==> src/sv/rrv_pkg.sv <==
`timescale 1ns / 1ps
// ----------------------------------------------------------------------------
// rrv_pkg
// Shared types, register map and constants of the rounded rectangle vertex
// generator.
// ----------------------------------------------------------------------------
package rrv_pkg;

	localparam int COORD_W           = 16;
	localparam int TRIG_W            = 15;
	localparam int IDX_W             = 6;
	localparam int RAD_W             = 17;
	localparam int PTS_W             = 5;
	localparam int MAX_CORNER_POINTS = 16;
	localparam int ARC_W             = $clog2(MAX_CORNER_POINTS);
	localparam int COUNT_W           = IDX_W + 1;
	localparam int PADDR_W           = 4;
	localparam int PDATA_W           = 32;

	// Quarter turn in Q2.30 radians and the Q0.15 saturation limit.
	localparam logic [63:0] HALF_PI_Q30 = 64'd1686629713;
	localparam logic [63:0] TRIG_SAT    = 64'd32767;

	localparam logic [COORD_W-1:0] RESET_WIDTH  = 16'd1600;
	localparam logic [COORD_W-1:0] RESET_HEIGHT = 16'd1600;
	localparam logic [RAD_W-1:0]   RESET_RADIUS = 17'd0;
	localparam logic [PTS_W-1:0]   RESET_POINTS = 5'd4;

	typedef enum logic [1:0] {
		REG_WIDTH  = 2'd0,
		REG_HEIGHT = 2'd1,
		REG_RADIUS = 2'd2,
		REG_POINTS = 2'd3
	} reg_addr_t;

	typedef struct packed {
		logic [COORD_W-1:0] width;
		logic [COORD_W-1:0] height;
		logic [RAD_W-1:0]   radius;
		logic [PTS_W-1:0]   points;
	} cfg_t;

endpackage

==> src/sv/rounded_rect_vertex_gen_core.sv <==
// A vertex is registered through stages s1 to s4 after its index transaction is
// accepted and is presented from s4, to be taken when the output is ready.
// Throughput: one transaction per cycle unless the output stalls; each of the four
// stages holds only while it is full and the next one holds, so bubbles close up.
// Reset clears all stage valid bits and restores the register defaults
// (1600 x 1600, radius 0, 4 points per corner); no memory needs clearing.
`timescale 1ns / 1ps
// ----------------------------------------------------------------------------
// rounded_rect_vertex_gen_core
// Generates one outline vertex of a rounded rectangle per requested index.
// ----------------------------------------------------------------------------
module rounded_rect_vertex_gen_core (
	input  logic                         clk,
	input  logic                         arst_n,
	// Configuration port.
	input  logic                         psel,
	input  logic                         penable,
	input  logic                         pwrite,
	input  logic [rrv_pkg::PADDR_W-1:0]  paddr,
	input  logic [rrv_pkg::PDATA_W-1:0]  pwdata,
	output logic [rrv_pkg::PDATA_W-1:0]  prdata,
	output logic                         pready,
	// Index channel.
	input  logic                         point_valid,
	output logic                         point_ready,
	input  logic [rrv_pkg::IDX_W-1:0]    point_index,
	// Vertex channel.
	output logic                         vertex_valid,
	input  logic                         vertex_ready,
	output logic [rrv_pkg::COORD_W-1:0]  vertex_x,
	output logic [rrv_pkg::COORD_W-1:0]  vertex_y,
	output logic                         in_range,
	output logic                         is_final
);

	rrv_pkg::cfg_t cfg;

	rrv_regs u_regs (
		.clk     (clk),
		.arst_n  (arst_n),
		.psel    (psel),
		.penable (penable),
		.pwrite  (pwrite),
		.paddr   (paddr),
		.pwdata  (pwdata),
		.prdata  (prdata),
		.pready  (pready),
		.cfg     (cfg)
	);

	// Stage enables. A stage loads when it is empty or when the stage after
	// it is loading, so a stalled output only backs up as far as needed.
	logic en1, en2, en3, en4;
	logic v_s1, v_s2, v_s3, v_s4;

	assign en4         = !v_s4 || vertex_ready;
	assign en3         = !v_s3 || en4;
	assign en2         = !v_s2 || en3;
	assign en1         = !v_s1 || en2;
	assign point_ready = en1;

	always_ff @(posedge clk or negedge arst_n) begin
		if (!arst_n) begin
			v_s1 <= 1'b0;
			v_s2 <= 1'b0;
			v_s3 <= 1'b0;
			v_s4 <= 1'b0;
		end else begin
			if (en1) begin
				v_s1 <= point_valid;
			end
			if (en2) begin
				v_s2 <= v_s1;
			end
			if (en3) begin
				v_s3 <= v_s2;
			end
			if (en4) begin
				v_s4 <= v_s3;
			end
		end
	end

	// ---------------------------------------------------------------------
	// Stage 1: clamp the geometry and split the index into corner and arc
	// position.
	// ---------------------------------------------------------------------
	logic [rrv_pkg::COORD_W-1:0] dec_radius;
	logic [rrv_pkg::ARC_W-1:0]   dec_arc_last;
	logic [rrv_pkg::ARC_W-1:0]   dec_arc_pos;
	logic [1:0]                  dec_corner;
	logic                        dec_sharp;
	logic                        dec_in_range;
	logic                        dec_is_final;

	rrv_decode u_decode (
		.cfg         (cfg),
		.point_index (point_index),
		.radius      (dec_radius),
		.arc_last    (dec_arc_last),
		.arc_pos     (dec_arc_pos),
		.corner      (dec_corner),
		.sharp       (dec_sharp),
		.in_range    (dec_in_range),
		.is_final    (dec_is_final)
	);

	logic [rrv_pkg::COORD_W-1:0] r_s1;
	logic [rrv_pkg::ARC_W-1:0]   m_s1;
	logic [rrv_pkg::ARC_W-1:0]   j_s1;
	logic [1:0]                  corner_s1;
	logic                        sharp_s1;
	logic                        in_range_s1;
	logic                        final_s1;

	always_ff @(posedge clk) begin
		if (en1) begin
			r_s1        <= dec_radius;
			m_s1        <= dec_arc_last;
			j_s1        <= dec_arc_pos;
			corner_s1   <= dec_corner;
			sharp_s1    <= dec_sharp;
			in_range_s1 <= dec_in_range;
			final_s1    <= dec_is_final;
		end
	end

	// ---------------------------------------------------------------------
	// Stage 2: look up sin and cos of the arc angle. Cosine is the sine of
	// the complementary arc position. Odd and even corners swap which value
	// drives x and which drives y.
	// ---------------------------------------------------------------------
	logic [rrv_pkg::TRIG_W-1:0] sin_val;
	logic [rrv_pkg::TRIG_W-1:0] cos_val;

	rrv_sin_rom u_sin_rom (
		.m     (m_s1),
		.ka    (j_s1),
		.kb    (m_s1 - j_s1),
		.sin_a (sin_val),
		.sin_b (cos_val)
	);

	logic [rrv_pkg::TRIG_W-1:0]  tx_s2;
	logic [rrv_pkg::TRIG_W-1:0]  ty_s2;
	logic [rrv_pkg::COORD_W-1:0] r_s2;
	logic [1:0]                  corner_s2;
	logic                        sharp_s2;
	logic                        in_range_s2;
	logic                        final_s2;

	always_ff @(posedge clk) begin
		if (en2) begin
			tx_s2       <= corner_s1[0] ? sin_val : cos_val;
			ty_s2       <= corner_s1[0] ? cos_val : sin_val;
			r_s2        <= r_s1;
			corner_s2   <= corner_s1;
			sharp_s2    <= sharp_s1;
			in_range_s2 <= in_range_s1;
			final_s2    <= final_s1;
		end
	end

	// ---------------------------------------------------------------------
	// Stage 3: scale the trig values by the radius, rounding half up. The
	// offset never exceeds the radius, so it fits the coordinate width.
	// ---------------------------------------------------------------------
	logic [31:0] prod_x;
	logic [31:0] prod_y;

	assign prod_x = 32'(r_s2) * 32'(tx_s2) + 32'd16384;
	assign prod_y = 32'(r_s2) * 32'(ty_s2) + 32'd16384;

	logic [rrv_pkg::COORD_W-1:0] offx_s3;
	logic [rrv_pkg::COORD_W-1:0] offy_s3;
	logic [rrv_pkg::COORD_W-1:0] r_s3;
	logic [1:0]                  corner_s3;
	logic                        sharp_s3;
	logic                        in_range_s3;
	logic                        final_s3;

	always_ff @(posedge clk) begin
		if (en3) begin
			offx_s3     <= prod_x[30:15];
			offy_s3     <= prod_y[30:15];
			r_s3        <= r_s2;
			corner_s3   <= corner_s2;
			sharp_s3    <= sharp_s2;
			in_range_s3 <= in_range_s2;
			final_s3    <= final_s2;
		end
	end

	// ---------------------------------------------------------------------
	// Stage 4: place the vertex around its corner center and saturate. The
	// left corners (0, 1) subtract from x = r; the right ones add to
	// x = W - r. The top corners (0, 3) subtract from y = r; the bottom ones
	// add to y = H - r. A sharp rectangle takes the plain corner points, and
	// an index past the vertex count reads as the origin.
	// ---------------------------------------------------------------------
	logic                        right3;
	logic                        bottom3;
	logic signed [17:0]          r_ext;
	logic signed [17:0]          sum_x;
	logic signed [17:0]          sum_y;
	logic [rrv_pkg::COORD_W-1:0] sat_x;
	logic [rrv_pkg::COORD_W-1:0] sat_y;
	logic [rrv_pkg::COORD_W-1:0] next_x;
	logic [rrv_pkg::COORD_W-1:0] next_y;

	assign right3  = corner_s3[1];
	assign bottom3 = corner_s3[1] ^ corner_s3[0];
	assign r_ext   = 18'(r_s3);

	always_comb begin
		if (right3) begin
			sum_x = 18'(cfg.width) - r_ext + 18'(offx_s3);
		end else begin
			sum_x = r_ext - 18'(offx_s3);
		end
		if (bottom3) begin
			sum_y = 18'(cfg.height) - r_ext + 18'(offy_s3);
		end else begin
			sum_y = r_ext - 18'(offy_s3);
		end

		if (sum_x < 0) begin
			sat_x = '0;
		end else if (sum_x > 18'sd65535) begin
			sat_x = '1;
		end else begin
			sat_x = sum_x[rrv_pkg::COORD_W-1:0];
		end
		if (sum_y < 0) begin
			sat_y = '0;
		end else if (sum_y > 18'sd65535) begin
			sat_y = '1;
		end else begin
			sat_y = sum_y[rrv_pkg::COORD_W-1:0];
		end

		if (!in_range_s3) begin
			next_x = '0;
			next_y = '0;
		end else if (sharp_s3) begin
			next_x = bottom3 ? cfg.width : '0;
			next_y = right3 ? cfg.height : '0;
		end else begin
			next_x = sat_x;
			next_y = sat_y;
		end
	end

	logic [rrv_pkg::COORD_W-1:0] x_s4;
	logic [rrv_pkg::COORD_W-1:0] y_s4;
	logic                        sharp_s4;
	logic                        in_range_s4;
	logic                        final_s4;

	always_ff @(posedge clk) begin
		if (en4) begin
			x_s4        <= next_x;
			y_s4        <= next_y;
			sharp_s4    <= sharp_s3;
			in_range_s4 <= in_range_s3;
			final_s4    <= final_s3;
		end
	end

	assign vertex_valid = v_s4;
	assign vertex_x     = x_s4;
	assign vertex_y     = y_s4;
	assign in_range     = in_range_s4;
	assign is_final     = final_s4;

	// ---------------------------------------------------------------------
	// Assertions
	// ---------------------------------------------------------------------
	a_out_of_range_origin: assert property (@(posedge clk) disable iff (!arst_n)
		v_s4 && !in_range_s4 |-> vertex_x == '0 && vertex_y == '0)
		else $error("out-of-range vertex is not at the origin");

	a_final_in_range: assert property (@(posedge clk) disable iff (!arst_n)
		v_s4 && final_s4 |-> in_range_s4)
		else $error("final vertex flagged outside the vertex count");

	a_sharp_corner: assert property (@(posedge clk) disable iff (!arst_n)
		v_s4 && sharp_s4 && in_range_s4 |->
			(vertex_x == '0 || vertex_x == cfg.width) &&
			(vertex_y == '0 || vertex_y == cfg.height))
		else $error("sharp corner vertex off the rectangle corners");

	a_stall_keeps_s2: assert property (@(posedge clk) disable iff (!arst_n)
		v_s2 && !en3 |=> v_s2 && $stable(tx_s2) && $stable(ty_s2))
		else $error("stage 2 lost or changed an item during a stall");

endmodule

==> src/sv/rrv_regs.sv <==
`timescale 1ns / 1ps
// ----------------------------------------------------------------------------
// rrv_regs
// APB-style configuration register file holding the rectangle geometry.
// ----------------------------------------------------------------------------
module rrv_regs (
	input  logic                         clk,
	input  logic                         arst_n,
	input  logic                         psel,
	input  logic                         penable,
	input  logic                         pwrite,
	input  logic [rrv_pkg::PADDR_W-1:0]  paddr,
	input  logic [rrv_pkg::PDATA_W-1:0]  pwdata,
	output logic [rrv_pkg::PDATA_W-1:0]  prdata,
	output logic                         pready,
	output rrv_pkg::cfg_t                cfg
);

	rrv_pkg::cfg_t     cfg_q;
	rrv_pkg::reg_addr_t addr;
	logic              wr_en;

	assign addr   = rrv_pkg::reg_addr_t'(paddr[3:2]);
	assign wr_en  = psel && penable && pwrite;
	assign pready = 1'b1;
	assign cfg    = cfg_q;

	always_ff @(posedge clk or negedge arst_n) begin
		if (!arst_n) begin
			cfg_q.width  <= rrv_pkg::RESET_WIDTH;
			cfg_q.height <= rrv_pkg::RESET_HEIGHT;
			cfg_q.radius <= rrv_pkg::RESET_RADIUS;
			cfg_q.points <= rrv_pkg::RESET_POINTS;
		end else if (wr_en) begin
			case (addr)
				rrv_pkg::REG_WIDTH:  cfg_q.width  <= pwdata[rrv_pkg::COORD_W-1:0];
				rrv_pkg::REG_HEIGHT: cfg_q.height <= pwdata[rrv_pkg::COORD_W-1:0];
				rrv_pkg::REG_RADIUS: cfg_q.radius <= pwdata[rrv_pkg::RAD_W-1:0];
				rrv_pkg::REG_POINTS: cfg_q.points <= pwdata[rrv_pkg::PTS_W-1:0];
				default: ;
			endcase
		end
	end

	always_comb begin
		case (addr)
			rrv_pkg::REG_WIDTH:  prdata = rrv_pkg::PDATA_W'(cfg_q.width);
			rrv_pkg::REG_HEIGHT: prdata = rrv_pkg::PDATA_W'(cfg_q.height);
			rrv_pkg::REG_RADIUS: prdata = rrv_pkg::PDATA_W'(cfg_q.radius);
			rrv_pkg::REG_POINTS: prdata = rrv_pkg::PDATA_W'(cfg_q.points);
			default:             prdata = '0;
		endcase
	end

endmodule

==> src/sv/rrv_sin_rom.sv <==
`timescale 1ns / 1ps
// ----------------------------------------------------------------------------
// rrv_sin_rom
// Constant sine table: entry [m][k] is sin(k/m of a quarter turn) in Q0.15,
// evaluated at elaboration with a truncated seven-term Taylor series in Q2.30.
// ----------------------------------------------------------------------------
module rrv_sin_rom (
	input  logic [rrv_pkg::ARC_W-1:0]  m,
	input  logic [rrv_pkg::ARC_W-1:0]  ka,
	input  logic [rrv_pkg::ARC_W-1:0]  kb,
	output logic [rrv_pkg::TRIG_W-1:0] sin_a,
	output logic [rrv_pkg::TRIG_W-1:0] sin_b
);

	logic [rrv_pkg::TRIG_W-1:0] rom [rrv_pkg::MAX_CORNER_POINTS][rrv_pkg::MAX_CORNER_POINTS];

	for (genvar gm = 0; gm < rrv_pkg::MAX_CORNER_POINTS; gm++) begin : g_m
		for (genvar gk = 0; gk < rrv_pkg::MAX_CORNER_POINTS; gk++) begin : g_k
			if (gm >= 1 && gk <= gm) begin : g_val
				localparam logic [63:0] MM = 64'(gm);
				localparam logic [63:0] KK = 64'(gk);
				localparam logic [63:0] X  = (rrv_pkg::HALF_PI_Q30 * KK + (MM >> 1)) / MM;
				localparam logic [63:0] X2 = (X * X) >> 30;
				// Each term is the previous one times x^2 / ((2n)(2n+1)).
				localparam logic [63:0] T1 = ((X  * X2) >> 30) / 64'd6;
				localparam logic [63:0] T2 = ((T1 * X2) >> 30) / 64'd20;
				localparam logic [63:0] T3 = ((T2 * X2) >> 30) / 64'd42;
				localparam logic [63:0] T4 = ((T3 * X2) >> 30) / 64'd72;
				localparam logic [63:0] T5 = ((T4 * X2) >> 30) / 64'd110;
				localparam logic [63:0] T6 = ((T5 * X2) >> 30) / 64'd156;
				localparam logic [63:0] POS = X + T2 + T4 + T6;
				localparam logic [63:0] NEG = T1 + T3 + T5;
				localparam logic [63:0] S   = (POS >= NEG) ? (POS - NEG) : 64'd0;
				localparam logic [63:0] Q   = (S + 64'd16384) >> 15;
				localparam logic [63:0] V   = (Q > rrv_pkg::TRIG_SAT) ? rrv_pkg::TRIG_SAT : Q;
				assign rom[gm][gk] = V[rrv_pkg::TRIG_W-1:0];
			end else begin : g_zero
				assign rom[gm][gk] = '0;
			end
		end
	end

	assign sin_a = rom[m][ka];
	assign sin_b = rom[m][kb];

endmodule

==> src/sv/rrv_decode.sv <==
`timescale 1ns / 1ps
// ----------------------------------------------------------------------------
// rrv_decode
// Clamps radius and point count and splits a vertex index into corner and
// arc position.
// ----------------------------------------------------------------------------
module rrv_decode (
	input  rrv_pkg::cfg_t               cfg,
	input  logic [rrv_pkg::IDX_W-1:0]   point_index,
	output logic [rrv_pkg::COORD_W-1:0] radius,
	output logic [rrv_pkg::ARC_W-1:0]   arc_last,
	output logic [rrv_pkg::ARC_W-1:0]   arc_pos,
	output logic [1:0]                  corner,
	output logic                        sharp,
	output logic                        in_range,
	output logic                        is_final
);

	logic [rrv_pkg::COORD_W-1:0] half_w;
	logic [rrv_pkg::COORD_W-1:0] half_h;
	logic [rrv_pkg::COORD_W-1:0] r_w;
	logic [rrv_pkg::PTS_W-1:0]   n;
	logic [rrv_pkg::COUNT_W-1:0] n1;
	logic [rrv_pkg::COUNT_W-1:0] n2;
	logic [rrv_pkg::COUNT_W-1:0] n3;
	logic [rrv_pkg::COUNT_W-1:0] idx;
	logic [rrv_pkg::COUNT_W-1:0] base;
	logic [rrv_pkg::COUNT_W-1:0] rel;
	logic [rrv_pkg::COUNT_W-1:0] count;
	logic [1:0]                  arc_corner;

	assign half_w = cfg.width >> 1;
	assign half_h = cfg.height >> 1;

	always_comb begin
		if (cfg.radius[rrv_pkg::RAD_W-1]) begin
			r_w = '0;
		end else begin
			r_w = cfg.radius[rrv_pkg::COORD_W-1:0];
		end
		if (r_w > half_w) begin
			r_w = half_w;
		end
		if (r_w > half_h) begin
			r_w = half_h;
		end
	end

	assign radius = r_w;
	assign sharp  = (r_w == '0);

	always_comb begin
		if (cfg.points < rrv_pkg::PTS_W'(2)) begin
			n = rrv_pkg::PTS_W'(2);
		end else if (cfg.points > rrv_pkg::PTS_W'(rrv_pkg::MAX_CORNER_POINTS)) begin
			n = rrv_pkg::PTS_W'(rrv_pkg::MAX_CORNER_POINTS);
		end else begin
			n = cfg.points;
		end
	end

	assign n1  = rrv_pkg::COUNT_W'(n);
	assign n2  = n1 << 1;
	assign n3  = n2 + n1;
	assign idx = rrv_pkg::COUNT_W'(point_index);

	// Index / points per corner is at most three in range; three compares do it.
	always_comb begin
		if (idx >= n3) begin
			arc_corner = 2'd3;
			base       = n3;
		end else if (idx >= n2) begin
			arc_corner = 2'd2;
			base       = n2;
		end else if (idx >= n1) begin
			arc_corner = 2'd1;
			base       = n1;
		end else begin
			arc_corner = 2'd0;
			base       = '0;
		end
	end

	assign rel      = idx - base;
	assign arc_pos  = rel[rrv_pkg::ARC_W-1:0];
	assign arc_last = rrv_pkg::ARC_W'(n - rrv_pkg::PTS_W'(1));
	assign corner   = sharp ? point_index[1:0] : arc_corner;
	assign count    = sharp ? rrv_pkg::COUNT_W'(4) : (n1 << 2);
	assign in_range = idx < count;
	assign is_final = (idx + rrv_pkg::COUNT_W'(1)) == count;

endmodule
==> config.mk <==
export PLATFORM = sky130hd
export DESIGN_NAME = rounded_rect_vertex_gen_core
export DESIGN_NICKNAME = d
export VERILOG_FILES = /design/src/sv/rrv_pkg.sv /design/src/sv/rounded_rect_vertex_gen_core.sv /design/src/sv/rrv_regs.sv /design/src/sv/rrv_sin_rom.sv /design/src/sv/rrv_decode.sv
export SDC_FILE = /design/constraint.sdc
export NUM_CORES = 2
export LEC_CHECK = 0
export BUFFER_PORTS_ARGS = -buffer_cell sky130_fd_sc_hd__buf_2
export CAP_MARGIN = 20
export CELL_PAD_IN_SITES_DETAIL_PLACEMENT = 0
export CELL_PAD_IN_SITES_GLOBAL_PLACEMENT = 1
export CORE_ASPECT_RATIO = 0.9
export CORE_MARGIN = 3
export CORE_UTILIZATION = 50
export CTS_CLUSTER_DIAMETER = 40
export CTS_CLUSTER_SIZE = 10
export DETAILED_ROUTE_END_ITERATION = 6
export GPL_TIMING_DRIVEN = 1
export PLACE_DENSITY = 0.93
export SLEW_MARGIN = 0
export SYNTH_ARGS = -nofsm -noshare
export SYNTH_HDL_FRONTEND = slang
export SYNTH_SLANG_ARGS = --single-unit
==> constraint.sdc <==
create_clock -name clk -period 6.6 [get_ports clk]
set_input_delay 0.66 -clock clk [delete_from_list [all_inputs] [get_ports clk]]
set_output_delay 0.66 -clock clk [all_outputs]
set_load 0.005 [all_outputs]
==> flow_summary_export.csv <==
group,metric,value,unit
setup_path,crit_path_end_kind,"register",
die,rows,92,
grt,grt_max_degree,127,
setup_path,critPathTopFamily,"adder cells",
die,initial_utilization,50.7,%
clocking,postCtsHoldBufs,0,
die,die_h,259,um
drt,viasPerCell,6.04,
drt,vias,30710,
sta,worst_pin_slew,1.10,ns
sta,rsz0062_at_grt,"false",
yosys,yosysUniqueCellTypes,86,
drt,ant_nets,0,
setup_path,start_kind,"register",
placement,gp_routability_congestion,0.994,
run_status,status,"complete, but fails checks",
clocking,htree_num_levels,2,
die,die_width,288,um
clocking,clock-root-buffer,"clkbuf_16",
yosys,ys.flop_type,"edfxtp_1",
sta,finalMaxSlewViolations,0,
drt,initialDrtViolationCount,3295,
flow_run,cap_violations,0,
final_layout,layout.nets,4920,
hold_path,min_path_type,"primary input to asynchronous set/reset pin",
final_layout,finish.instance_area,38800,um^2
drt,drt_first_pass_iters,7,
clocking,cts_made_buffers,36,
grt,grt_pass1_wl,173,mm
yosys,yosysSeqAreaShare,18.2,%
sta,relSlewSlack,26.4,%
sta,final-setup-viol-count,0,
run_status,violations,"design-rule violations",
setup_path,crit_buf_inv,6,
yosys,synth.avg_cell_area,8.73,um^2
sta,period_share,95.7,%
clocking,path_clk_slew,0.06,ns
drt,drc,8,
grt,grt.total_usage,29.8,%
setup_path,crit_type,"register to register",
setup_path,cp_max_fo,11,
sta,finalHoldViolCount,0,
sta,hold_ws,0.220,ns
grt,grt_util_met2,45.7,%
grt,gr-usage-met3,7.18,%
setup_path,slowest_stage,"fa_1",
placement,hpwl,85.1,mm
final_layout,drive_gt1_share,9.98,%
setup_path,critical_path.most_common_cell,"fa_1",
final_layout,area_growth_syn_to_layout,8.73,%
die,core,70300,um^2
placement,port_buffers,84,
drt,wl_per_cell,21.9,um
setup_path,cp_cell_sequence,"buf_4 > nand2_1 > fa_1 > inv_1 > fa_1 > inv_1 > fa_1 > inv_1 > fa_1 > inv_1 > fa_1 > inv_1 > fa_1 > ha_1 > a21o_1 > a211oi_1 > o2bb2ai_1 > a31oi_2 > o21ai_1 > a21o_1 > o21ai_0 > o41ai_2 > xnor2_1",
yosys,ys_ff_latch,225,
clocking,worstSkewPairLatency,0.60,ns
sta,fin_worst_skew,0.0532,ns
yosys,async_reset_ff_share,25.8,%
grt,antenna_found_initial,1,
sta,setup_tns,0,ns
clocking,cts_tree,"done",
setup_path,arrival,6.61,ns
clocking,cts_sinks,225,
grt,grt.busiest_layer,"met2",
yosys,synth-edff-count,167,
placement,dpl_cell_area,37500,um^2
die,dieArea,74600,um^2
yosys,syn_inst,4084,
yosys,synthesis.area,35700,um^2
drt,wirelength,112,mm
sta,timing.fmax,158,MHz
sta,fin_crit,6.32,ns
yosys,yosysWarningCount,0,
clocking,cts_buffer_depth,3,
grt,grt_pass1_vias,30379,
setup_path,max_stage_delay,0.53,ns
setup_path,critPathRequiredTime,6.89,ns
grt,use_met1,40.9,%
grt,overflow,0,
die,io_pins,118,
## metal layers
layer  routed length (um)  share of wire, %
met4                 4520               4.1
met2                49100                44
met5                   16             0.014
met1                46200                41
met3                11700                10
## layout by cell type (no fill, tap or decap), types with 51 or more instances in the layout
master      n
nor3_1     66
buf_2      84
edfxtp_1  167
dfrtp_1    51
fa_1      368
nor2_1    199
o21ai_0   215
nand2_1   562
inv_1     531
and2_1    176
ha_1      386
nor2b_1    54
mux2_2     73
buf_4     117
xnor2_1    70
a21oi_1   194
## worst reg2reg max path, stage by stage, from the launching register on
cell,delay [ns]
edfxtp_1,0.32
buf_4,0.24
nand2_1,0.12
fa_1,0.52
inv_1,0.06
fa_1,0.53
inv_1,0.05
fa_1,0.50
inv_1,0.05
fa_1,0.52
inv_1,0.05
fa_1,0.47
inv_1,0.05
fa_1,0.44
ha_1,0.31
a21o_1,0.19
a211oi_1,0.34
o2bb2ai_1,0.18
a31oi_2,0.11
o21ai_1,0.29
a21o_1,0.22
o21ai_0,0.15
o41ai_2,0.26
xnor2_1,0.10
## kinds of logic after synthesis
logic type	Yosys count	share of synthesized area [%]
AOI/OAI and AO/OA	826	14.9
xor gates and xnor gates	119	2.92
adders and majority gates	756	34.3
buffers and inverters	774	8.35
DFF	225	18.2
muxes	146	5.21
other	2	0.0211
and+or+nand+nor	1236	16.1
## final cells by class
type / count / area [um^2]
Tap cell: 940 / 1180
Multi-Input combinational cell: 3100 / 26300
Inverter: 535 / 2010
Sequential cell: 225 / 6470
Fill cell: 6234 / 31600
Timing Repair Buffer: 217 / 1610
Antenna cell: 1 / 2.50
Clock inverter: 19 / 249
Clock buffer: 44 / 941
## what timing repair did
action | CTS | global route
endpoints found under the hold margin | 0 | 0
endpoints found under the setup margin | 0 | 13
gates resized for setup | 0 | 7
buffers inserted | 0 | 5
## final timing paths
check                                            start                         end  slack (ns)  cells after the start
worst max-delay path                r_s2[11]$_DFFE_PP_       offy_s3[15]$_DFFE_PP_        0.28                     23
worst min-delay path                            arst_n   u_regs.cfg[8]$_DFFE_PN0P_        0.22                      2
worst max register to register      r_s2[11]$_DFFE_PP_       offy_s3[15]$_DFFE_PP_        0.28                     23
worst min register to register  corner_s1[1]$_DFFE_PP_      corner_s2[1]$_DFFE_PP_        0.41                      0
max in group asynchronous                       arst_n  u_regs.cfg[46]$_DFFE_PN0P_        5.89                      2
min in group clk                           point_valid            v_s1$_DFFE_PN0P_        0.29                      2
## through the flow
| step | cells | worst slack, ns | util [%] |
|---|---|---|---|
| after floorplan | 4099 | 0.503 | - |
| after global placement | 5011 | 0.216 | 53.3 |
| after detailed placement | 5011 | 0.169 | 53.3 |
| after CTS | 5074 | 0.0965 | 55.0 |
| after global routing | 5080 | 0.0249 | 55.1 |
| final | 5081 | 0.283 | 55.1 |
## state kept, by name, indices dropped and copies added, names as in the netlist, 2 cells and up
signal / flops
offy_s3: 16
corner_s3: 2
offx_s3: 16
r_s1: 16
r_s3: 16
u_regs.cfg: 54
vertex_y: 16
corner_s1: 2
vertex_x: 16
tx_s2: 15
ty_s2: 15
r_s2: 16
m_s1: 4
corner_s2: 2
j_s1: 4
## cell usage after synthesis, types with 51 or more instances
master,n,area share (%)
xnor2_1,71,1.7
inv_1,531,5.6
mux2_2,73,2.3
clkbuf_1,194,2.0
dfrtp_1,51,3.6
and2_1,176,3.1
a21oi_1,194,2.7
nor2_1,199,2.1
fa_1,369,21
nand2_1,563,5.9
o21ai_0,216,3.0
nor2b_1,54,0.95
edfxtp_1,167,14
nor3_1,66,0.93
ha_1,387,14
Power is not shown: default switching activity piles up to over one toggle a cycle in this logic, so the estimate is an artifact.
